File: config.mk
export PLATFORM = sky130hd
export DESIGN_NAME = radar_vehicle_event_detector
export DESIGN_NICKNAME = d
export VERILOG_FILES = /design/src/rtl/core/rved_pkg.sv /design/src/rtl/core/rved_mul.sv /design/src/rtl/core/radar_vehicle_event_detector.sv
export VERILOG_INCLUDE_DIRS = /design/src /design/src/rtl/core
export SDC_FILE = /design/constraint.sdc
export NUM_CORES = 2
export LEC_CHECK = 0
export BUFFER_PORTS_ARGS = -buffer_cell sky130_fd_sc_hd__buf_2
export CAP_MARGIN = 15
export CORE_ASPECT_RATIO = 1.4
export CORE_MARGIN = 2
export CORE_UTILIZATION = 55
export CTS_CLUSTER_SIZE = 28
export DETAILED_ROUTE_END_ITERATION = 6
export PLACE_DENSITY_LB_ADDON = 0.15
export REMOVE_ABC_BUFFERS = 1
export SLEW_MARGIN = 20
export SYNTH_ARGS = -nofsm -noshare
export SYNTH_HDL_FRONTEND = slang
export SYNTH_SLANG_ARGS = --single-unit
File: constraint.sdc
create_clock -name clk -period 10.4 [get_ports clk]
set_input_delay 1.04 -clock clk [delete_from_list [all_inputs] [get_ports clk]]
set_output_delay 1.04 -clock clk [all_outputs]
set_load 0.01 [all_outputs]
File: src/rtl/core/radar_vehicle_event_detector_defines.svh
// Assertion macros for the radar vehicle event detector.
// Every macro samples on the rising edge of clk and is switched off while rst_n is low.
`ifndef RADAR_VEHICLE_EVENT_DETECTOR_DEFINES_SVH
`define RADAR_VEHICLE_EVENT_DETECTOR_DEFINES_SVH

`ifndef SYNTHESIS

`define RVED_ASSERT(lbl, cond) \
    lbl: assert property (@(posedge clk) disable iff (!rst_n) (cond)) \
        else $error("rved: check failed");

`define RVED_ASSERT_IMP(lbl, ante, cons) \
    lbl: assert property (@(posedge clk) disable iff (!rst_n) (ante) |-> (cons)) \
        else $error("rved: implication failed");

`define RVED_ASSERT_NEXT(lbl, ante, cons) \
    lbl: assert property (@(posedge clk) disable iff (!rst_n) (ante) |=> (cons)) \
        else $error("rved: next-cycle check failed");

`else

`define RVED_ASSERT(lbl, cond)
`define RVED_ASSERT_IMP(lbl, ante, cons)
`define RVED_ASSERT_NEXT(lbl, ante, cons)

`endif

`endif

File: src/rtl/core/rved_pkg.sv
package rved_pkg;

    localparam int SPEED_WIDTH_DEF = 10;

    localparam int THR_W     = 10;
    localparam int FRAME_W   = 16;
    localparam int FACTOR_W  = 24;
    localparam int LEN_W     = 24;
    localparam int TIME_W    = 32;
    localparam int COUNT_W   = 32;
    localparam int MODE_W    = 2;

    localparam int CFG_INDEX_W = 3;
    localparam int CFG_DATA_W  = 24;

    // The shared multiplier is 16 by 24 bits; the full length product is 56 bits.
    localparam int MUL_A_W = 16;
    localparam int MUL_B_W = 24;
    localparam int MUL_P_W = MUL_A_W + MUL_B_W;
    localparam int SUM_W   = 56;
    localparam int ROUND_SHIFT = 16;

    localparam logic [SUM_W-1:0] ROUND_BIAS = SUM_W'(32'h0000_8000);

    localparam logic [CFG_INDEX_W-1:0] CFG_SPEED_THRESHOLD = 3'd0;
    localparam logic [CFG_INDEX_W-1:0] CFG_END_QUIET       = 3'd1;
    localparam logic [CFG_INDEX_W-1:0] CFG_MIN_DURATION    = 3'd2;
    localparam logic [CFG_INDEX_W-1:0] CFG_COOLDOWN        = 3'd3;
    localparam logic [CFG_INDEX_W-1:0] CFG_LENGTH_FACTOR   = 3'd4;
    localparam logic [CFG_INDEX_W-1:0] CFG_LONG_LENGTH     = 3'd5;

    localparam logic [THR_W-1:0]    RST_SPEED_THRESHOLD = 10'd5;
    localparam logic [FRAME_W-1:0]  RST_END_QUIET       = 16'd3;
    localparam logic [FRAME_W-1:0]  RST_MIN_DURATION    = 16'd3;
    localparam logic [FRAME_W-1:0]  RST_COOLDOWN        = 16'd5;
    localparam logic [FACTOR_W-1:0] RST_LENGTH_FACTOR   = 24'd233017;
    localparam logic [LEN_W-1:0]    RST_LONG_LENGTH     = 24'd1536;

    localparam logic [MODE_W-1:0] MODE_CODE_IDLE   = 2'd0;
    localparam logic [MODE_W-1:0] MODE_CODE_DETECT = 2'd1;
    localparam logic [MODE_W-1:0] MODE_CODE_COOL   = 2'd2;

    typedef enum logic [2:0] {
        MODE_IDLE   = 3'b001,
        MODE_DETECT = 3'b010,
        MODE_COOL   = 3'b100
    } mode_t;

    typedef enum logic [5:0] {
        SEQ_IDLE = 6'b000001,
        SEQ_PF   = 6'b000010,
        SEQ_HI   = 6'b000100,
        SEQ_LO   = 6'b001000,
        SEQ_ADD  = 6'b010000,
        SEQ_FIN  = 6'b100000
    } seq_t;

    function automatic logic [MODE_W-1:0] mode_code(input mode_t m);
        case (m)
            MODE_DETECT: return MODE_CODE_DETECT;
            MODE_COOL:   return MODE_CODE_COOL;
            default:     return MODE_CODE_IDLE;
        endcase
    endfunction

endpackage

File: src/rtl/core/rved_mul.sv
module rved_mul (
    input  logic                          clk,
    input  logic [rved_pkg::MUL_A_W-1:0]  a,
    input  logic [rved_pkg::MUL_B_W-1:0]  b,
    output logic [rved_pkg::MUL_P_W-1:0]  p
);
    import rved_pkg::*;

    logic [MUL_P_W-1:0] p_reg;

    // Registered product; the operands are zero-extended to the product width.
    always_ff @(posedge clk)
    begin
        p_reg <= MUL_P_W'(a) * MUL_P_W'(b);
    end

    assign p = p_reg;

endmodule

File: src/rtl/core/radar_vehicle_event_detector.sv
// Radar vehicle event detector. Each input item carries one radar frame: a speed in km/h and
// a millisecond timestamp. The block runs an idle / detecting / cooldown state machine, tracks
// the peak speed and length of a pass, and once a pass ends after end_quiet_frames quiet frames
// it accepts it as a vehicle if the trimmed duration reaches min_duration_frames. For every
// input item exactly one output item is produced: it flags whether this frame completed a
// vehicle and always repeats the last accepted event together with the mode after the frame.
// A frame that does not complete a vehicle goes from accept straight to the output step FIN;
// a completing frame first runs PF, HI, LO and ADD: its length peak x frames x factor
// takes three passes through a single shared 16 x 24 bit multiplier and then a rounding add.
// in_stall is high for the whole time an item is being worked on. A finished output item sits
// in the output register, so the next input item may be taken while it waits for the consumer.
// Configuration may only be written while no item is in flight.
`include "radar_vehicle_event_detector_defines.svh"

module radar_vehicle_event_detector #(
    parameter int SPEED_WIDTH = rved_pkg::SPEED_WIDTH_DEF
) (
    input  logic                               clk,
    input  logic                               rst_n,

    input  logic                               cfg_write,
    input  logic [rved_pkg::CFG_INDEX_W-1:0]   cfg_index,
    input  logic [rved_pkg::CFG_DATA_W-1:0]    cfg_data,

    input  logic                               in_valid,
    output logic                               in_stall,
    input  logic [SPEED_WIDTH-1:0]             frame_speed,
    input  logic [rved_pkg::TIME_W-1:0]        time_ms,

    output logic                               out_valid,
    input  logic                               out_stall,
    output logic                               event_valid,
    output logic [rved_pkg::COUNT_W-1:0]       vehicle_number,
    output logic [rved_pkg::TIME_W-1:0]        start_ms,
    output logic [SPEED_WIDTH-1:0]             peak_speed,
    output logic [rved_pkg::FRAME_W-1:0]       active_frames,
    output logic [rved_pkg::LEN_W-1:0]         length_q8,
    output logic                               long_vehicle,
    output logic [rved_pkg::MODE_W-1:0]        detector_mode
);
    import rved_pkg::*;

    // The threshold compare is done at the wider of the speed and threshold widths.
    localparam int CMP_W = (SPEED_WIDTH > THR_W) ? SPEED_WIDTH : THR_W;

    // Configuration registers.
    logic [THR_W-1:0]    thr_reg;
    logic [FRAME_W-1:0]  end_quiet_reg;
    logic [FRAME_W-1:0]  min_dur_reg;
    logic [FRAME_W-1:0]  cooldown_reg;
    logic [FACTOR_W-1:0] factor_reg;
    logic [LEN_W-1:0]    long_len_reg;

    // Detector state.
    mode_t               mode_reg, mode_next;
    logic [COUNT_W-1:0]  total_reg, total_next;
    logic [FRAME_W-1:0]  quiet_reg, quiet_next;
    logic [FRAME_W-1:0]  cool_reg, cool_next;
    logic [SPEED_WIDTH-1:0] cur_peak_reg, cur_peak_next;
    logic [FRAME_W-1:0]  cur_frames_reg, cur_frames_next;
    logic [TIME_W-1:0]   cur_start_reg, cur_start_next;

    // Sequencer and pending item.
    seq_t                seq_reg, seq_next;
    logic                evt_reg, evt_next;

    // Output register; the record fields hold the last accepted event.
    logic                out_valid_reg, out_valid_next;
    logic                out_event_reg, out_event_next;
    logic [MODE_W-1:0]   out_mode_reg, out_mode_next;
    logic [COUNT_W-1:0]  rec_number_reg, rec_number_next;
    logic [TIME_W-1:0]   rec_start_reg, rec_start_next;
    logic [SPEED_WIDTH-1:0] rec_peak_reg, rec_peak_next;
    logic [FRAME_W-1:0]  rec_frames_reg, rec_frames_next;
    logic [LEN_W-1:0]    rec_length_reg, rec_length_next;
    logic                rec_long_reg, rec_long_next;

    // Length datapath.
    logic [MUL_A_W-1:0]  mul_a;
    logic [MUL_B_W-1:0]  mul_b;
    logic [MUL_P_W-1:0]  mul_p;
    logic [MUL_A_W-1:0]  pf_lo_reg;
    logic [MUL_P_W-1:0]  acc_reg;
    logic [SUM_W-1:0]    sum_reg;
    logic [LEN_W-1:0]    len_sat;

    logic                in_accept;
    logic                out_free;
    logic                signal;
    logic [FRAME_W-1:0]  frames_inc;
    logic [FRAME_W-1:0]  quiet_inc;
    logic [FRAME_W-1:0]  frames_trim;
    logic [FRAME_W-1:0]  cool_inc;

    assign in_stall  = (seq_reg != SEQ_IDLE);
    assign in_accept = in_valid && !in_stall;
    assign out_free  = !out_valid_reg || !out_stall;

    // Configuration writes.
    always_ff @(posedge clk or negedge rst_n)
    begin
        if (!rst_n)
        begin
            thr_reg       <= RST_SPEED_THRESHOLD;
            end_quiet_reg <= RST_END_QUIET;
            min_dur_reg   <= RST_MIN_DURATION;
            cooldown_reg  <= RST_COOLDOWN;
            factor_reg    <= RST_LENGTH_FACTOR;
            long_len_reg  <= RST_LONG_LENGTH;
        end
        else if (cfg_write)
        begin
            case (cfg_index)
                CFG_SPEED_THRESHOLD: thr_reg       <= THR_W'(cfg_data);
                CFG_END_QUIET:       end_quiet_reg <= FRAME_W'(cfg_data);
                CFG_MIN_DURATION:    min_dur_reg   <= FRAME_W'(cfg_data);
                CFG_COOLDOWN:        cooldown_reg  <= FRAME_W'(cfg_data);
                CFG_LENGTH_FACTOR:   factor_reg    <= FACTOR_W'(cfg_data);
                CFG_LONG_LENGTH:     long_len_reg  <= LEN_W'(cfg_data);
                default:             ;
            endcase
        end
    end

    // Frame update. The whole state machine step is done in the accept cycle; only the
    // length of a completed vehicle is left to the multiply sequence.
    always_comb
    begin
        signal      = CMP_W'(frame_speed) >= CMP_W'(thr_reg);
        frames_inc  = cur_frames_reg + FRAME_W'(1);
        quiet_inc   = signal ? '0 : quiet_reg + FRAME_W'(1);
        frames_trim = frames_inc - quiet_inc;
        cool_inc    = cool_reg + FRAME_W'(1);

        mode_next       = mode_reg;
        total_next      = total_reg;
        quiet_next      = quiet_reg;
        cool_next       = cool_reg;
        cur_peak_next   = cur_peak_reg;
        cur_frames_next = cur_frames_reg;
        cur_start_next  = cur_start_reg;
        seq_next        = seq_reg;
        evt_next        = evt_reg;

        case (seq_reg)
            SEQ_IDLE:
            begin
                if (in_accept)
                begin
                    seq_next = SEQ_FIN;
                    evt_next = 1'b0;
                    case (mode_reg)
                        MODE_DETECT:
                        begin
                            cur_frames_next = frames_inc;
                            if (frame_speed > cur_peak_reg)
                            begin
                                cur_peak_next = frame_speed;
                            end
                            quiet_next = quiet_inc;
                            if (quiet_inc >= end_quiet_reg)
                            begin
                                // The pass is over: drop the quiet tail and judge it.
                                cur_frames_next = frames_trim;
                                mode_next       = MODE_COOL;
                                cool_next       = '0;
                                if (frames_trim >= min_dur_reg)
                                begin
                                    evt_next   = 1'b1;
                                    total_next = total_reg + COUNT_W'(1);
                                    seq_next   = SEQ_PF;
                                end
                            end
                        end
                        MODE_COOL:
                        begin
                            cool_next = cool_inc;
                            if (cool_inc >= cooldown_reg)
                            begin
                                mode_next = MODE_IDLE;
                            end
                        end
                        default:
                        begin
                            mode_next = MODE_IDLE;
                            if (signal)
                            begin
                                mode_next       = MODE_DETECT;
                                cur_start_next  = time_ms;
                                cur_peak_next   = frame_speed;
                                cur_frames_next = FRAME_W'(1);
                                quiet_next      = '0;
                            end
                        end
                    endcase
                end
            end
            SEQ_PF:  seq_next = SEQ_HI;
            SEQ_HI:  seq_next = SEQ_LO;
            SEQ_LO:  seq_next = SEQ_ADD;
            SEQ_ADD: seq_next = SEQ_FIN;
            SEQ_FIN:
            begin
                if (out_free)
                begin
                    seq_next = SEQ_IDLE;
                end
            end
            default: seq_next = SEQ_IDLE;
        endcase
    end

    // Operand selection for the shared multiplier. The 32-bit peak x frames product is
    // split into halves so that each half times the factor fits the 16 x 24 unit.
    always_comb
    begin
        case (seq_reg)
            SEQ_PF:
            begin
                mul_a = MUL_A_W'(cur_peak_reg);
                mul_b = MUL_B_W'(cur_frames_reg);
            end
            SEQ_HI:
            begin
                mul_a = mul_p[2*MUL_A_W-1:MUL_A_W];
                mul_b = MUL_B_W'(factor_reg);
            end
            SEQ_LO:
            begin
                mul_a = pf_lo_reg;
                mul_b = MUL_B_W'(factor_reg);
            end
            default:
            begin
                mul_a = '0;
                mul_b = '0;
            end
        endcase
    end

    rved_mul u_mul (
        .clk (clk),
        .a   (mul_a),
        .b   (mul_b),
        .p   (mul_p)
    );

    always_ff @(posedge clk)
    begin
        if (seq_reg == SEQ_HI)
        begin
            pf_lo_reg <= mul_p[MUL_A_W-1:0];
        end
        if (seq_reg == SEQ_LO)
        begin
            acc_reg <= mul_p;
        end
        if (seq_reg == SEQ_ADD)
        begin
            // High partial product weighs 2^16; the bias rounds the Q24 to Q8 shift.
            sum_reg <= {acc_reg, ROUND_SHIFT'(0)} + SUM_W'(mul_p) + ROUND_BIAS;
        end
    end

    // Saturate the rounded length to 24 bits.
    assign len_sat = (|sum_reg[SUM_W-1:ROUND_SHIFT+LEN_W]) ? '1
                                                           : sum_reg[ROUND_SHIFT+LEN_W-1:ROUND_SHIFT];

    // Output register. The record only changes when a new output item is loaded, so it
    // holds still while the consumer stalls.
    always_comb
    begin
        out_valid_next  = out_valid_reg && out_stall;
        out_event_next  = out_event_reg;
        out_mode_next   = out_mode_reg;
        rec_number_next = rec_number_reg;
        rec_start_next  = rec_start_reg;
        rec_peak_next   = rec_peak_reg;
        rec_frames_next = rec_frames_reg;
        rec_length_next = rec_length_reg;
        rec_long_next   = rec_long_reg;

        if (seq_reg == SEQ_FIN && out_free)
        begin
            out_valid_next = 1'b1;
            out_event_next = evt_reg;
            out_mode_next  = mode_code(mode_reg);
            if (evt_reg)
            begin
                rec_number_next = total_reg;
                rec_start_next  = cur_start_reg;
                rec_peak_next   = cur_peak_reg;
                rec_frames_next = cur_frames_reg;
                rec_length_next = len_sat;
                rec_long_next   = (len_sat >= long_len_reg);
            end
        end
    end

    always_ff @(posedge clk or negedge rst_n)
    begin
        if (!rst_n)
        begin
            mode_reg       <= MODE_IDLE;
            total_reg      <= '0;
            quiet_reg      <= '0;
            cool_reg       <= '0;
            cur_peak_reg   <= '0;
            cur_frames_reg <= '0;
            cur_start_reg  <= '0;
            seq_reg        <= SEQ_IDLE;
            evt_reg        <= 1'b0;
            out_valid_reg  <= 1'b0;
            out_event_reg  <= 1'b0;
            out_mode_reg   <= MODE_CODE_IDLE;
            rec_number_reg <= '0;
            rec_start_reg  <= '0;
            rec_peak_reg   <= '0;
            rec_frames_reg <= '0;
            rec_length_reg <= '0;
            rec_long_reg   <= 1'b0;
        end
        else
        begin
            mode_reg       <= mode_next;
            total_reg      <= total_next;
            quiet_reg      <= quiet_next;
            cool_reg       <= cool_next;
            cur_peak_reg   <= cur_peak_next;
            cur_frames_reg <= cur_frames_next;
            cur_start_reg  <= cur_start_next;
            seq_reg        <= seq_next;
            evt_reg        <= evt_next;
            out_valid_reg  <= out_valid_next;
            out_event_reg  <= out_event_next;
            out_mode_reg   <= out_mode_next;
            rec_number_reg <= rec_number_next;
            rec_start_reg  <= rec_start_next;
            rec_peak_reg   <= rec_peak_next;
            rec_frames_reg <= rec_frames_next;
            rec_length_reg <= rec_length_next;
            rec_long_reg   <= rec_long_next;
        end
    end

    assign out_valid      = out_valid_reg;
    assign event_valid    = out_event_reg;
    assign vehicle_number = rec_number_reg;
    assign start_ms       = rec_start_reg;
    assign peak_speed     = rec_peak_reg;
    assign active_frames  = rec_frames_reg;
    assign length_q8      = rec_length_reg;
    assign long_vehicle   = rec_long_reg;
    assign detector_mode  = out_mode_reg;

    // A completed vehicle always leaves the detector in cooldown.
    `RVED_ASSERT_IMP(a_event_in_cooldown, out_valid && event_valid, detector_mode == MODE_CODE_COOL)
    // The multiply sequence only runs for a pass that has just ended.
    `RVED_ASSERT_IMP(a_mul_after_pass, seq_reg == SEQ_PF || seq_reg == SEQ_HI || seq_reg == SEQ_LO || seq_reg == SEQ_ADD, mode_reg == MODE_COOL && evt_reg)
    // Only one item is in flight at a time.
    `RVED_ASSERT_NEXT(a_single_item, in_valid && !in_stall, in_stall)
    // A new output item is loaded only when the previous one has gone or is going.
    `RVED_ASSERT_IMP(a_no_overwrite, seq_reg == SEQ_FIN && out_valid_reg && out_stall, seq_next == SEQ_FIN)

endmodule
==> impl_metrics.yaml <==
timing:
  relSlewSlack_pct: 26.2
  period_needed_ps: 8790
  slew_violations: 0
  hold_violations: 0
  fmax_mhz: 114
  worstMarginPinSlew_ps: 1100
  tns_ps: 0
  period_share_pct: 84.6
  rsz0062_at_grt: "false"
  fin_skew_ps: 16.4
  setup_slack_ps: 1610
  finalSetupViolCount: 0
layout:
  nets: 4461
  drive_gt1_share_pct: 13.8
  multi_input_area_sq_mm: 0.0210
  fillers: 5507
  area.growth.synth_to_final_pct: 9.51
  diodes: 0
  final_cells: 4712
  design_area_sq_mm: 0.0394
  register_area_sq_mm: 0.0126
power_and_ir_drop:
  p_leak_nw: 19.3
  power_density_mw_per_mm2: 132
  ir_worst_vdd_mv: 0.173
routing:
  ant_nets: 0
  dr.pass1.iters: 6
  drt_iter0_markers: 1710
  vias: 26700
  drt_wl_total_mm: 97.9
  drt-vias-per-instance: 5.66
  drc_errors: 0
  wl_per_cell_um: 20.8
die:
  ios: 194
  num_rows: 110
  initial_core_util_pct: 55.7
  die-width_um: 220
  die_area_sq_mm: 0.0675
  fp.dieH_um: 306
  core_sq_mm: 0.0645
placed_design:
  io_buffer_count: 193
  place_congestion: 0.972
  pre_cts_ws_ps: 1680
  place_area_sq_mm: 0.0377
  placed_cells: 4621
  dpl.hpwl_mm: 75.0
clock_network:
  numCtsBuffers: 48
  htree_levels: 2
  clk_pin_slew_ps: 70
  cts_sinks: 493
  clk_latency_ps: 580
  cts_resized: 0
  cts-root-buf: "clkbuf_16"
  cts_hold_buf: 0
  clockBufferDepth: 3
  cts_tree: "yes"
  post-cts-setup-buffer-count: 0
grt:
  antenna_found_initial: 0
  grt_max_degree: 178
  grt_pass1_vias: 27700
  grt_pass1_wl_mm: 154
  grt_overflow: 0
  track_usage_pct: 29.8
setup_path:
  path_buf_inv: 4
  cp-end-kind: "flop"
  criticalPathCategory: "reg2reg"
  arrival_ps: 9260
  critPathMaxStageDelay_ps: 790
  critPathMostFrequentCell: "fa_1"
  rr_worst_depth: 25
  cp_top_family: "adder cells"
  r2r-end: "u_mul.p[36]"
  ff2ff_setup_slack_ps: 1610
  crit_path_max_fanout: 49
  critPathLaunchType: "flop"
  slowest_stage: "or2_2"
  cp_data_required_time_ps: 10870
  r2r_start: "seq_reg[5]"
synthesis:
  avgSynthCellArea_sq_um: 9.70
  synth_seq_area_share_pct: 35.2
  synth_flop_cell: "dfrtp_1"
  netlist_area_sq_mm: 0.0359
  netlist_instances: 3706
  ys_warn_count: 0
  ys_types: 82
  ys_ff_latch: 493
  synth-edff-count: 96
  async_flop_share_pct: 72.4
worst_hold_path:
  hold_path_class: "reg2reg"
  hp-start: "u_mul.p[10]"
  min_to: "pf_lo_reg[10]"
  min_path_cells: 0
job:
  max_cap_violations: 0
run_status:
  status: "finished clean"
-- power by group --
| group | switching, mW | internal [mW] | leakage [nW] |
|---|---|---|---|
| Combinational | 0.606 | 0.484 | 12.7 |
| Clock | 0.784 | 1.02 | 0.806 |
| Sequential | 0.156 | 2.17 | 5.82 |
| Total | 1.55 | 3.67 | 19.3 |
-- through the flow --
step	power, mW	hold WS [ps]	util (%)
6_report	5.22	429	61.0
4_1_cts	5.25	432	61.0
3_3_place_gp	3.42	421	58.4
5_1_grt	5.48	445	61.0
2_1_floorplan	3.07	404	-
3_5_place_dp	3.45	413	58.4
-- area by class of cell --
cell class | count | share of cell area, %
sequential | 493 | 32.1
tap | 840 | 2.67
clock inverter | 22 | 0.509
multi-input combinational | 2581 | 53.2
clock buffer | 68 | 3.71
timing repair buffer | 229 | 3.20
inverter | 479 | 4.57
-- Yosys cell counts, types with 37 or more instances --
master    instances  area, sq um
a21oi_1          99          495
inv_1           479         1800
o21ai_0         166          831
edfxtp_1         96         2880
xor2_1           60          526
xnor2_1         100          876
nor2_1          260          976
a21o_1           52          390
and3_1           37          231
ha_1            247         3090
clkbuf_1        105          394
dfrtp_1         335         8380
nand2_1         650         2440
buf_2            40          200
dfxtp_1          40          801
nand3_1          42          210
fa_1            308         6170
mux2_2          132         1490
-- per-layer routing --
layer | part of all wire, % | routed length, um | global-route usage, %
met1 | 37 | 36000 | 34.2
met2 | 51 | 49900 | 53.2
met3 | 5.5 | 5350 | 3.81
met4 | 6.7 | 6590 | 17.2
met5 | 0 | 0 | 0
-- how the worst max path moves through the flow --
stage,cells past startpoint,from,endpoint,slack (ps)
4_1_cts,26,seq_reg[0],u_mul.p[36],1650
5_1_grt,25,seq_reg[5],u_mul.p[36],1210
3_3_place_gp,24,seq_reg[0],u_mul.p[36],1680
6_report,25,seq_reg[5],u_mul.p[36],1610
3_5_place_dp,26,seq_reg[0],u_mul.p[36],1680
2_1_floorplan,23,seq_reg[5],u_mul.p[36],1870
-- cells by family after synthesis --
family,after synthesis,share of synthesized area [%]
multiplexers,138,4.30
adder cells (fa/ha/maj),555,25.7
buffers and inverters,632,6.76
AND/OR/NAND/NOR,1222,15.0
AO/OA/AOI/OAI,506,9.11
flip-flops,493,35.2
XOR/XNOR,160,3.90
-- cells in the final DEF (no fill, tap or decap), drive strengths merged, types with 60 or more instances in the layout --
cell,count
o21ai,175
nor2,263
fa,308
ha,247
clkbuf,68
buf,229
a21oi,104
mux2,132
inv,481
edfxtp,96
nand2,650
xor2,60
xnor2,100
dfrtp,335
Note: power is estimated with default switching activity, not from simulation.
